File: src/spk_pkg.sv
// ----------------------------------------------------------------------------
// Speck counter generator package
// Shared types, codes and constants for the controller and the datapath.
// ----------------------------------------------------------------------------
package spk_pkg;

	// Default number of cipher rounds (and stored round keys).
	localparam int DEF_ROUND_COUNT = 27;

	// Word and rotation geometry of one Speck64 round.
	localparam int WORD_W    = 32;
	localparam int BLOCK_W   = 64;
	localparam int ROT_RIGHT = 8;
	localparam int ROT_LEFT  = 3;

	// Operation codes carried in the input tuser field.
	localparam int OP_W = 2;
	typedef enum logic [OP_W-1:0] {
		OP_GENERATE = 2'd0,
		OP_EXPAND   = 2'd1,
		OP_LOAD     = 2'd2,
		OP_NONE     = 2'd3
	} spk_op_t;

	// Configuration register indexes.
	localparam int REG_IDX_W = 2;
	localparam logic [REG_IDX_W-1:0] REG_KEY_WORD_0 = 2'd0;
	localparam logic [REG_IDX_W-1:0] REG_KEY_WORD_1 = 2'd1;
	localparam logic [REG_IDX_W-1:0] REG_KEY_WORD_2 = 2'd2;
	localparam logic [REG_IDX_W-1:0] REG_KEY_WORD_3 = 2'd3;

	// Commands from the controller to the datapath.
	typedef struct packed {
		logic gen_start;  // latch the counter into x/y and increment it
		logic exp_start;  // load the key words and clear the counter
		logic ctr_load;   // load the counter from the input transaction
		logic enc_step;   // one encryption round
		logic exp_step;   // one key schedule round
		logic out_load;   // move the ciphertext into the output register
	} spk_cmd_t;

	// Status from the datapath to the controller.
	typedef struct packed {
		logic last_round; // the round index points at the final round
		logic out_busy;   // the output register holds a result not yet taken
	} spk_sts_t;

endpackage

File: src/spk_ctrl.sv
// ----------------------------------------------------------------------------
// Speck counter generator controller
// Sequences key expansion and counter encryption over the shared round unit.
// ----------------------------------------------------------------------------
module spk_ctrl (
	input  logic              clk,
	input  logic              arst_n,
	input  logic              in_valid,
	output logic              in_ready,
	input  spk_pkg::spk_op_t  in_op,
	input  spk_pkg::spk_sts_t sts,
	output spk_pkg::spk_cmd_t cmd
);
	import spk_pkg::*;

	typedef enum logic [1:0] {
		ST_IDLE,
		ST_ENCRYPT,
		ST_EXPAND,
		ST_FINISH
	} state_t;

	state_t state_q;
	logic   accept;

	assign in_ready = (state_q == ST_IDLE);
	assign accept   = in_valid && in_ready;

	// Command decode from the current state and the incoming transaction.
	always_comb begin
		cmd           = '0;
		cmd.gen_start = accept && (in_op == OP_GENERATE);
		cmd.exp_start = accept && (in_op == OP_EXPAND);
		cmd.ctr_load  = accept && (in_op == OP_LOAD);
		cmd.enc_step  = (state_q == ST_ENCRYPT);
		cmd.exp_step  = (state_q == ST_EXPAND);
		cmd.out_load  = (state_q == ST_FINISH) && !sts.out_busy;
	end

	// State register.
	always_ff @(posedge clk or negedge arst_n) begin
		if (!arst_n) begin
			state_q <= ST_IDLE;
		end else begin
			case (state_q)
				ST_IDLE: begin
					if (cmd.gen_start) begin
						state_q <= ST_ENCRYPT;
					end else if (cmd.exp_start) begin
						state_q <= ST_EXPAND;
					end
				end
				ST_ENCRYPT: begin
					if (sts.last_round) begin
						state_q <= ST_FINISH;
					end
				end
				ST_EXPAND: begin
					if (sts.last_round) begin
						state_q <= ST_IDLE;
					end
				end
				ST_FINISH: begin
					if (!sts.out_busy) begin
						state_q <= ST_IDLE;
					end
				end
				default: begin
					state_q <= ST_IDLE;
				end
			endcase
		end
	end

endmodule

File: src/spk_dp.sv
// ----------------------------------------------------------------------------
// Speck counter generator datapath
// Key registers, round key store, counter, shared round unit and output
// register.
// ----------------------------------------------------------------------------
module spk_dp #(
	parameter int ROUND_COUNT = spk_pkg::DEF_ROUND_COUNT
) (
	input  logic                             clk,
	input  logic                             arst_n,
	input  spk_pkg::spk_cmd_t                cmd,
	output spk_pkg::spk_sts_t                sts,
	input  logic [spk_pkg::BLOCK_W-1:0]      counter_value,
	input  logic                             cfg_write,
	input  logic [spk_pkg::REG_IDX_W-1:0]    cfg_index,
	input  logic [spk_pkg::WORD_W-1:0]       cfg_data,
	output logic                             out_valid,
	input  logic                             out_ready,
	output logic [spk_pkg::BLOCK_W-1:0]      out_data
);
	import spk_pkg::*;

	localparam int RND_W = (ROUND_COUNT > 1) ? $clog2(ROUND_COUNT) : 1;

	logic [WORD_W-1:0]  key_q [4];
	logic [WORD_W-1:0]  rk_mem [ROUND_COUNT];
	logic [WORD_W-1:0]  lane_q [3];
	logic [WORD_W-1:0]  x_q;
	logic [WORD_W-1:0]  y_q;
	logic [BLOCK_W-1:0] ctr_q;
	logic [RND_W-1:0]   rnd_q;
	logic [BLOCK_W-1:0] out_q;
	logic               out_valid_q;

	logic [WORD_W-1:0]  rx;
	logic [WORD_W-1:0]  ry;
	logic [WORD_W-1:0]  rk;
	logic [WORD_W-1:0]  xn;
	logic [WORD_W-1:0]  yn;

	// Shared Speck round: x = (rotr(x,8) + y) ^ k; y = rotl(y,3) ^ x.
	// During key expansion lane zero plays x, the running key plays y and
	// the round index is the round key.
	always_comb begin
		rx = cmd.exp_step ? lane_q[0] : x_q;
		ry = y_q;
		rk = cmd.exp_step ? WORD_W'(rnd_q) : rk_mem[rnd_q];
		xn = ({rx[ROT_RIGHT-1:0], rx[WORD_W-1:ROT_RIGHT]} + ry) ^ rk;
		yn = {ry[WORD_W-ROT_LEFT-1:0], ry[WORD_W-1:WORD_W-ROT_LEFT]} ^ xn;
	end

	assign sts.last_round = (rnd_q == RND_W'(ROUND_COUNT - 1));
	assign sts.out_busy   = out_valid_q && !out_ready;

	// Key word registers, written through the configuration port.
	always_ff @(posedge clk or negedge arst_n) begin
		if (!arst_n) begin
			for (int i = 0; i < 4; i++) begin
				key_q[i] <= '0;
			end
		end else if (cfg_write) begin
			case (cfg_index)
				REG_KEY_WORD_0: key_q[0] <= cfg_data;
				REG_KEY_WORD_1: key_q[1] <= cfg_data;
				REG_KEY_WORD_2: key_q[2] <= cfg_data;
				REG_KEY_WORD_3: key_q[3] <= cfg_data;
				default: begin
				end
			endcase
		end
	end

	// Block counter.
	always_ff @(posedge clk or negedge arst_n) begin
		if (!arst_n) begin
			ctr_q <= '0;
		end else if (cmd.gen_start) begin
			ctr_q <= ctr_q + BLOCK_W'(1);
		end else if (cmd.exp_start) begin
			ctr_q <= '0;
		end else if (cmd.ctr_load) begin
			ctr_q <= counter_value;
		end
	end

	// Round index.
	always_ff @(posedge clk or negedge arst_n) begin
		if (!arst_n) begin
			rnd_q <= '0;
		end else if (cmd.gen_start || cmd.exp_start) begin
			rnd_q <= '0;
		end else if (cmd.enc_step || cmd.exp_step) begin
			rnd_q <= rnd_q + RND_W'(1);
		end
	end

	// Working words: cipher state during encryption, key schedule lanes
	// during expansion. The lanes rotate so lane zero is always the next one.
	always_ff @(posedge clk) begin
		if (cmd.gen_start) begin
			x_q <= ctr_q[BLOCK_W-1:WORD_W];
			y_q <= ctr_q[WORD_W-1:0];
		end else if (cmd.exp_start) begin
			y_q       <= key_q[0];
			lane_q[0] <= key_q[1];
			lane_q[1] <= key_q[2];
			lane_q[2] <= key_q[3];
		end else if (cmd.enc_step) begin
			x_q <= xn;
			y_q <= yn;
		end else if (cmd.exp_step) begin
			y_q       <= yn;
			lane_q[0] <= lane_q[1];
			lane_q[1] <= lane_q[2];
			lane_q[2] <= xn;
		end
	end

	// Round key store, filled one key per expansion round.
	always_ff @(posedge clk) begin
		if (cmd.exp_step) begin
			rk_mem[rnd_q] <= y_q;
		end
	end

	// Output register.
	always_ff @(posedge clk or negedge arst_n) begin
		if (!arst_n) begin
			out_valid_q <= 1'b0;
		end else if (cmd.out_load) begin
			out_valid_q <= 1'b1;
		end else if (out_ready) begin
			out_valid_q <= 1'b0;
		end
	end

	always_ff @(posedge clk) begin
		if (cmd.out_load) begin
			out_q <= {x_q, y_q};
		end
	end

	assign out_valid = out_valid_q;
	assign out_data  = out_q;

endmodule

File: src/speck64_128_counter_prng.sv
// ----------------------------------------------------------------------------
// Speck64/128 counter-mode random generator
// Encrypts a 64-bit counter with Speck64/128 and returns the ciphertext.
// ----------------------------------------------------------------------------
// A generate transaction (op 0) puts its result in the output register once
// its rounds are done. The accepting edge itself latches the counter into
// the round unit and increments it. The rounds then run through the single
// shared round unit, and the finish state loads the output register. The
// input is ready again in the cycle after that load. The finish state waits
// while an earlier result still waits in the output register, so the input
// stays busy longer then. A key expansion (op 1) holds the input while its
// rounds run on the same round unit. A counter load (op 2) and the unused
// op 3 leave the controller in the idle state. The input accepts one
// transaction at a time and is ready again while a result still waits in
// the output register. Key words written through the configuration port take
// effect at the next key expansion. A generate before any expansion returns
// undefined data.
module speck64_128_counter_prng #(
	parameter int ROUND_COUNT = spk_pkg::DEF_ROUND_COUNT
) (
	input  logic                          clk,
	input  logic                          arst_n,
	input  logic                          s_axis_tvalid,
	output logic                          s_axis_tready,
	input  logic [spk_pkg::BLOCK_W-1:0]   s_axis_tdata,  // [63:0] counter_value
	input  logic [spk_pkg::OP_W-1:0]      s_axis_tuser,  // [1:0] op
	output logic                          m_axis_tvalid,
	input  logic                          m_axis_tready,
	output logic [spk_pkg::BLOCK_W-1:0]   m_axis_tdata,  // [63:0] random_word
	input  logic                          cfg_valid,
	output logic                          cfg_ready,
	input  logic [spk_pkg::REG_IDX_W-1:0] cfg_index,
	input  logic [spk_pkg::WORD_W-1:0]    cfg_data
);
	import spk_pkg::*;

	spk_cmd_t cmd;
	spk_sts_t sts;
	spk_op_t  in_op;

	// Configuration writes are always taken.
	assign cfg_ready = 1'b1;
	assign in_op     = spk_op_t'(s_axis_tuser);

	// Operation sequencer.
	spk_ctrl u_ctrl (
		.clk      (clk),
		.arst_n   (arst_n),
		.in_valid (s_axis_tvalid),
		.in_ready (s_axis_tready),
		.in_op    (in_op),
		.sts      (sts),
		.cmd      (cmd)
	);

	// Cipher datapath.
	spk_dp #(
		.ROUND_COUNT (ROUND_COUNT)
	) u_dp (
		.clk           (clk),
		.arst_n        (arst_n),
		.cmd           (cmd),
		.sts           (sts),
		.counter_value (s_axis_tdata),
		.cfg_write     (cfg_valid && cfg_ready),
		.cfg_index     (cfg_index),
		.cfg_data      (cfg_data),
		.out_valid     (m_axis_tvalid),
		.out_ready     (m_axis_tready),
		.out_data      (m_axis_tdata)
	);

endmodule

File: config.mk
export PLATFORM = sky130hd
export DESIGN_NAME = speck64_128_counter_prng
export DESIGN_NICKNAME = d
export VERILOG_FILES = /design/src/spk_pkg.sv /design/src/spk_ctrl.sv /design/src/spk_dp.sv /design/src/speck64_128_counter_prng.sv
export SDC_FILE = /design/constraint.sdc
export NUM_CORES = 2
export LEC_CHECK = 0
export BUFFER_PORTS_ARGS = -buffer_cell sky130_fd_sc_hd__buf_2
export CAP_MARGIN = 10
export CORE_ASPECT_RATIO = 2
export CORE_MARGIN = 3
export CORE_UTILIZATION = 25
export DETAILED_ROUTE_END_ITERATION = 10
export GPL_TIMING_DRIVEN = 0
export HOLD_SLACK_MARGIN = 0.02
export PLACE_DENSITY_LB_ADDON = 0.08
export SLEW_MARGIN = 20
export SYNTH_ARGS = -nofsm -noshare
export SYNTH_HDL_FRONTEND = slang
export SYNTH_SLANG_ARGS = --single-unit
export TNS_END_PERCENT = 30
File: constraint.sdc
create_clock -name clk -period 4.81 [get_ports clk]
set_input_delay 0.481 -clock clk [delete_from_list [all_inputs] [get_ports clk]]
set_output_delay 0.481 -clock clk [all_outputs]
set_load 0.02 [all_outputs]
Word level (Yosys, flattened, before mapping)
Memory sizes are Yosys's and may differ from the RTL's.
Cells that the tools add are included.
W data, S select, Z words.
{"block": "classes", "n_addsub": 3, "n_eq_ne": 14, "n_mux": 34, "n_bitwise": 5, "n_reduce_logical": 24}
{"op": "$mux W32", "n": 12}
{"op": "$mux W64", "n": 3}
{"op": "$add A64 B1 Y64 const B", "n": 1}
{"op": "$xor A32 B32 Y32", "n": 2}
{"op": "$add A32 B32 Y32", "n": 1}
{"op": "$mux W1", "n": 11}
{"op": "$eq A2 B2 Y1 const B", "n": 5}
{"op": "$mux W2", "n": 5}
{"op": "$mux W5", "n": 2}
{"op": "$reduce_and A2 Y1", "n": 5}
{"op": "$pmux W2 S4", "n": 1}
{"op": "$eq A2 B1 Y1 const B", "n": 3}
{"op": "$logic_and A1 B1 Y1", "n": 6}
{"op": "$logic_not A2 Y1", "n": 3}
{"op": "$ne A2 B2 Y1 const B", "n": 3}
{"op": "$reduce_bool A2 Y1", "n": 3}
{"op": "$add A5 B1 Y5 const B", "n": 1}
{"op": "$eq A5 B5 Y1 const B", "n": 1}
{"op": "$reduce_and A4 Y1", "n": 1}
{"op": "$reduce_bool A4 Y1", "n": 1}
{"op": "$ne A3 B1 Y1 const B", "n": 1}
{"op": "$or A1 B1 Y1", "n": 3}
{"op": "$reduce_bool A3 Y1", "n": 1}
{"op": "$logic_not A1 Y1", "n": 2}
{"op": "other kinds (2)", "n": 3}
{"block": "totals", "ff_bits": 328, "mem_bits_rw": 960, "wordCells": 93, "n_memories": 2}
{"memory": "u_dp.rk_mem", "depth": 27, "word_bits": 32, "rd": 1, "rd_ports_with_merged_regs": 0, "wr": 1, "line_no": "spk_dp.sv:26", "rtl": "logic [WORD_W-1:0] rk_mem [ROUND_COUNT];"}
{"memory": "u_dp.lane_q", "depth": 3, "word_bits": 32, "rd": 3, "rd_ports_with_merged_regs": 0, "wr": 3, "line_no": "spk_dp.sv:27", "rtl": "logic [WORD_W-1:0] lane_q [3];"}

Longest topological paths before layout
{"block": "depth", "ltp_word": 9, "mapped_depth": 18, "mapped_depth_nobuf": 14}

Modules after synthesis
A second synthesis with hierarchy kept.
{"block": "hier_totals", "cells_unflattened": 3455, "area_unflattened_um2": 54232.0}
{"module": "spk_dp", "instances": 1, "cells_each": 3433, "area_each_um2": 54048.1}
{"module": "spk_ctrl", "instances": 1, "cells_each": 20, "area_each_um2": 172.7}
{"module": "speck64_128_counter_prng", "instances": 1, "cells_each": 2, "area_each_um2": 11.3}

Least setup slack after synthesis
OpenSTA, ideal clock, no wires.
{"block": "synth_path", "path_kind": "reg-to-reg", "from": "register u_ctrl.state_q[0]", "to": "memory u_dp.rk_mem[9][0], enable pin", "arrival_ps": 4372, "required_time_ps": 4349, "slack_ps": -24, "stages_incl_launch_ff": 9, "synth_period_minus_slack_ps": 4834, "cell_sequence": "dfrtp_1 -> inv_1 -> ha_1 -> clkbuf_1 -> buf_1 -> buf_1 -> clkbuf_1 -> nand2_1 -> nor3_1"}
{"block": "synth_via", "elab_chain_cells": 3}
{"element": "start, declared", "line_no": "spk_ctrl.sv:23", "rtl": "state_t state_q;"}
{"element": "start signal, assigned", "line_no": "spk_ctrl.sv:43", "rtl": "state_q <= ST_IDLE;"}
{"element": "start signal, assigned", "line_no": "spk_ctrl.sv:48", "rtl": "state_q <= ST_ENCRYPT;"}
{"element": "start signal, assigned", "line_no": "spk_ctrl.sv:50", "rtl": "state_q <= ST_EXPAND;"}
{"element": "$eq A2 B2 Y1", "line_no": "spk_ctrl.sv:36", "rtl": "cmd.exp_step = (state_q == ST_EXPAND);"}
{"element": "$mux W1", "line_no": "spk_dp.sv:121", "rtl": "if (cmd.exp_step) begin"}
{"element": "$mux W1 (implied by the code)", "line_no": "spk_dp.sv:122", "rtl": "rk_mem[rnd_q] <= y_q;"}
{"element": "end, declared", "line_no": "spk_dp.sv:26"}
Every way passes these cells.

Worst setup path in the final report
{"block": "layout_path", "from": "register u_ctrl.state_q[0]", "to": "register u_dp.y_q[30] (netlist: u_dp.ry[30]), data pin"}
{"block": "layout_via", "elab_chain_cells": 9, "elab_cells_between_ends": 15, "cone_classes": "add/sub: 1; eq/ne: 2; mux: 6; bitwise: 2; reduce/logical: 4"}
{"element": "$eq A2 B2 Y1", "line_no": "spk_ctrl.sv:36"}
{"element": "$mux W32", "line_no": "spk_dp.sv:45", "rtl": "rx = cmd.exp_step ? lane_q[0] : x_q;"}
{"element": "$add A32 B32 Y32", "line_no": "spk_dp.sv:48", "rtl": "xn = ({rx[ROT_RIGHT-1:0], rx[WORD_W-1:ROT_RIGHT]} + ry) ^ rk;"}
{"element": "$xor A32 B32 Y32", "line_no": "spk_dp.sv:48"}
{"element": "$xor A32 B32 Y32", "line_no": "spk_dp.sv:49", "rtl": "yn = {ry[WORD_W-ROT_LEFT-1:0], ry[WORD_W-1:WORD_W-ROT_LEFT]} ^ xn;"}
{"element": "$mux W32", "line_no": "spk_dp.sv:111", "rtl": "end else if (cmd.exp_step) begin"}
{"element": "$mux W32", "line_no": "spk_dp.sv:108", "rtl": "end else if (cmd.enc_step) begin"}
{"element": "$mux W32", "line_no": "spk_dp.sv:103", "rtl": "end else if (cmd.exp_start) begin"}
{"element": "$mux W32 (*)", "line_no": "spk_dp.sv:100", "rtl": "if (cmd.gen_start) begin"}
{"element": "end signal, assigned", "line_no": "spk_dp.sv:102", "rtl": "y_q <= ctr_q[WORD_W-1:0];"}
{"element": "end signal, assigned", "line_no": "spk_dp.sv:104", "rtl": "y_q <= key_q[0];"}
{"element": "end signal, assigned", "line_no": "spk_dp.sv:112", "rtl": "y_q <= yn;"}
{"element": "end, declared", "line_no": "spk_dp.sv:29", "rtl": "logic [WORD_W-1:0] y_q;"}
Every way passes the cells marked *; elsewhere a longest branch is shown, timed or not. The select of a mux whose other input is x is not followed.
A chain may end at the register's enable or synchronous reset.

==> impl_metrics.env <==
export IMPL_post_place_ws_ns=-3.106
export IMPL_min_delay_start="s_axis_tdata[41]"
export IMPL_fp_dieArea_sq_mm=0.2242
export IMPL_fillCellCount=21160
export IMPL_drive_gt1_share_pct=29.88
export IMPL_path_buf_inv=7
export IMPL_fin_skew_ns=0.05929
export IMPL_fin_hold_ws_ns=0.06984
export IMPL_coreArea_sq_mm=0.2162
export IMPL_synthArstFlopShare_pct=15.53
export IMPL_cp_depth=19
export IMPL_start_util_pct=25.23
export IMPL_relSlewSlack_pct=22.74
export IMPL_placed_cells=6349
export IMPL_drt_pass1_iter_count=5
export IMPL_viasPerCell=4.790
export IMPL_cts_buffers=117
export IMPL_dpl_hpwl_um=177500
export IMPL_cts_max_level=3
export IMPL_io_pins=172
export IMPL_synthTopCellsByArea="edfxtp_1 (60%), dfrtp_1 (9.2%), mux4_2 (6.6%), mux2_2 (5.8%), mux2i_1 (1.8%)"
export IMPL_fin_crit_sh_pct=99.84
export IMPL_min_period_ns=4.802
export IMPL_yosys_warnings=0
export IMPL_antenna_found_initial=9
export IMPL_die_h_um=666.7
export IMPL_wl_per_cell_um=34.43
export IMPL_holdPathStages=3
export IMPL_rows=241
export IMPL_whs_endpoint="u_dp.ctr_q[41]"
export IMPL_rsz0062_at_grt="true"
export IMPL_drtIter0Drc=2106
export IMPL_drc=0
export IMPL_synthCells=3225
export IMPL_cts_root_buf="clkbuf_16"
export IMPL_crit_arrival_ns=5.36
export IMPL_die_w_um=336.3
export IMPL_cp_end_kind="flip-flop"
export IMPL_hp_class="in2reg"
export IMPL_path_delay_family="compound AO/OA/AOI/OAI gates"
export IMPL_ys_seq_elements=1288
export IMPL_clk_pin_slew_ns=0.07
export IMPL_synth_edf_count=1088
export IMPL_fin_area_sq_mm=0.06738
export IMPL_via_count=31950
export IMPL_status="completed"
export IMPL_clk_latency_ns=0.76
export IMPL_place_port_buffers=169
export IMPL_cts_buffer_depth=3
export IMPL_grt_pass1_vias=34370
export IMPL_final_setup_viol_count=0
export IMPL_areaGrowthSynthToFinish_pct=23.50
export IMPL_hold_violations=0
export IMPL_syn_avg_cell_area_sq_um=16.92
export IMPL_wl_um=229700
export IMPL_grt_usage_pct=20.40
export IMPL_required_ns=5.37
export IMPL_grt_max_degree=78
export IMPL_fmax_mhz=208.2
export IMPL_synth_distinct_cells=79
export IMPL_crit_type="reg2reg"
export IMPL_slew_viol_final=0
export IMPL_cp_common_cell="clkbuf_16"
export IMPL_placed_area_sq_mm=0.06195
export IMPL_post_route_util_pct=31.16
export IMPL_nNetsFinal=3927
export IMPL_p_leak_nw=23.03
export IMPL_fin_ws_ns=0.007509
export IMPL_clock_sinks=1288
export IMPL_worstPathCellList="inv_1, ha_2, clkbuf_16, buf_8, clkbuf_16, clkbuf_16, mux2_2, ha_2, inv_1, fa_1, nor2b_2, o211ai_1, buf_4, a21o_2, o21ai_2, nor2_2, o31a_1, xnor3_1, o21ai_0"
export IMPL_p_per_area_mw_per_mm2=826.1
export IMPL_cts_tree="yes"
export IMPL_synth_nets=3375
export IMPL_ys_flop_type="edfxtp_1"
export IMPL_yosys_area_top_type_share_pct=59.88
export IMPL_synth_area_sq_mm=0.05456
export IMPL_ant_nets=0
export IMPL_drv_cap=0
export IMPL_timing_rr_start="u_ctrl.state_q[0]"
export IMPL_layoutNonFillerInstCount=6671
export IMPL_gp_congestion=0.8852
export IMPL_worstMarginPinSlew_ns=1.155
export IMPL_yosysSeqAreaShare_pct=69.06
export IMPL_worst_r2r_endpoint="u_dp.ry[30]"
export IMPL_ff2ff_setup_slack_ns=0.008
export IMPL_cpPeakStageDelay_ns=0.46
export IMPL_yosysTopAreaCell="edfxtp_1"
export IMPL_worstRegToRegCells=19
export IMPL_grt_first_pass_wirelength_um=307800
export IMPL_crit_fanout=10
export IMPL_grt_ovfl_total=0
export IMPL_critPathSlowestCell="fa_1"
export IMPL_start_kind="flip-flop"
export IMPL_max_vdd_ir_drop_mv=0.4270
-- per-layer routing --
layer / part of all wire, % / vias to the layer above / global-route usage, %
li1: - / 13830 / -
met1: 32 / 16980 / 19.34
met2: 58 / 832 / 41.06
met3: 2.5 / 314 / 1.847
met4: 7.4 / 0 / 12.77
met5: 0 / - / 0
-- cell families after synthesis --
family / count (synthesis) / share of synthesized area, %
buf+inv: 214 / 2.032
compound gates: 525 / 6.016
other cells: 1 / 0.006874
mux: 567 / 15.44
xor+xnor: 117 / 2.367
simple gates: 468 / 4.039
fa+ha+maj: 45 / 1.046
flops: 1288 / 69.06
-- layout by cell type, fill, tap and decap left out, types with 29 or more instances in the layout --
| cell | count |
|---|---|
| buf_4 | 69 |
| buf_2 | 204 |
| mux2i_1 | 99 |
| nand2_1 | 136 |
| edfxtp_1 | 1088 |
| a22oi_1 | 37 |
| xnor2_1 | 45 |
| dfrtp_1 | 200 |
| dlygate4sd3_1 | 92 |
| nor2_1 | 120 |
| nand3_1 | 29 |
| a21oi_1 | 147 |
| clkbuf_1 | 104 |
| buf_16 | 44 |
| clkbuf_16 | 123 |
| o21ai_0 | 130 |
| ha_1 | 40 |
| mux2_2 | 283 |
| buf_8 | 54 |
| mux4_2 | 160 |
| o211ai_1 | 33 |
| xor2_1 | 31 |
-- per-stage QoR --
stage,TNS (ns),total power (W)
floorplan,-4.022,0.03099
global placement,-5485.41,0.04325
detailed placement,-655.19,0.04486
CTS,0,0.05636
global route,-0.3546,0.05773
finish,0,0.05566
-- worst max path at each step --
stage                       from            endpoint
6_report       u_ctrl.state_q[0]         u_dp.ry[30]
5_1_grt        u_ctrl.state_q[0]         u_dp.ry[20]
4_1_cts        u_ctrl.state_q[0]         u_dp.ry[19]
3_5_place_dp   u_ctrl.state_q[0]        u_dp.x_q[21]
3_3_place_gp   u_ctrl.state_q[0]  u_dp.rk_mem[10][2]
2_1_floorplan  u_ctrl.state_q[0]   u_dp.rk_mem[9][0]
-- cell usage after synthesis, types with 44 or more instances --
library cell	count
dfrtp_1	200
edfxtp_1	1088
nand2_1	136
xnor2_1	60
mux2_2	283
nor2_1	144
clkbuf_1	96
o21ai_0	138
mux4_2	160
ha_1	44
a21oi_1	159
mux2i_1	100
-- sequential cells by signal, summed over array words and instances, names as in the netlist --
name	count
u_ctrl.state_q	2
u_dp.ctr_q	64
u_dp.x_q	32
u_dp.ry	32
u_dp.rk_mem	864
u_dp.key_q	128
u_dp.rnd_q	5
u_dp.out_valid	1
u_dp.lane_q	96
u_dp.out_data	64
-- layout make-up --
| type | instances | area (sq um) | area share, % |
|---|---|---|---|
| repair buffers | 439 | 4666 | 6.925 |
| diodes | 1 | 2.502 | 0.003714 |
| clock buffers | 147 | 3083 | 4.576 |
| inverters | 25 | 93.84 | 0.1393 |
| well taps | 2794 | 3496 | 5.188 |
| flip-flops and latches | 1288 | 37680 | 55.92 |
| clock inverters | 71 | 749.5 | 1.112 |
| plain buffers | 183 | 1147 | 1.703 |
| multi-input cells | 1723 | 16460 | 24.43 |
-- repair_timing --
item / in CTS / in global routing
endpoints found under the setup margin: 957 / 34
hold buffers: 92 / 0
pin swaps: 16 / 6
resized for setup: 90 / 9
endpoints found under the hold margin: 222 / 0
setup buffers: 16 / 1
-- power breakdown --
part / leakage, nW / internal, W / switching [W] / total (W)
clock: 1.87 / 0.00526 / 0.00451 / 0.00977
combinational: 8.86 / 0.0105 / 0.0175 / 0.0280
sequential: 12.3 / 0.0162 / 0.00167 / 0.0179
-- tightest hold or removal path, stage by stage --
cell and delay [ns]:
buf_2 0.10, a21oi_1 0.05, o21ai_0 0.14
Note: power is estimated with default switching activity, not from simulation.
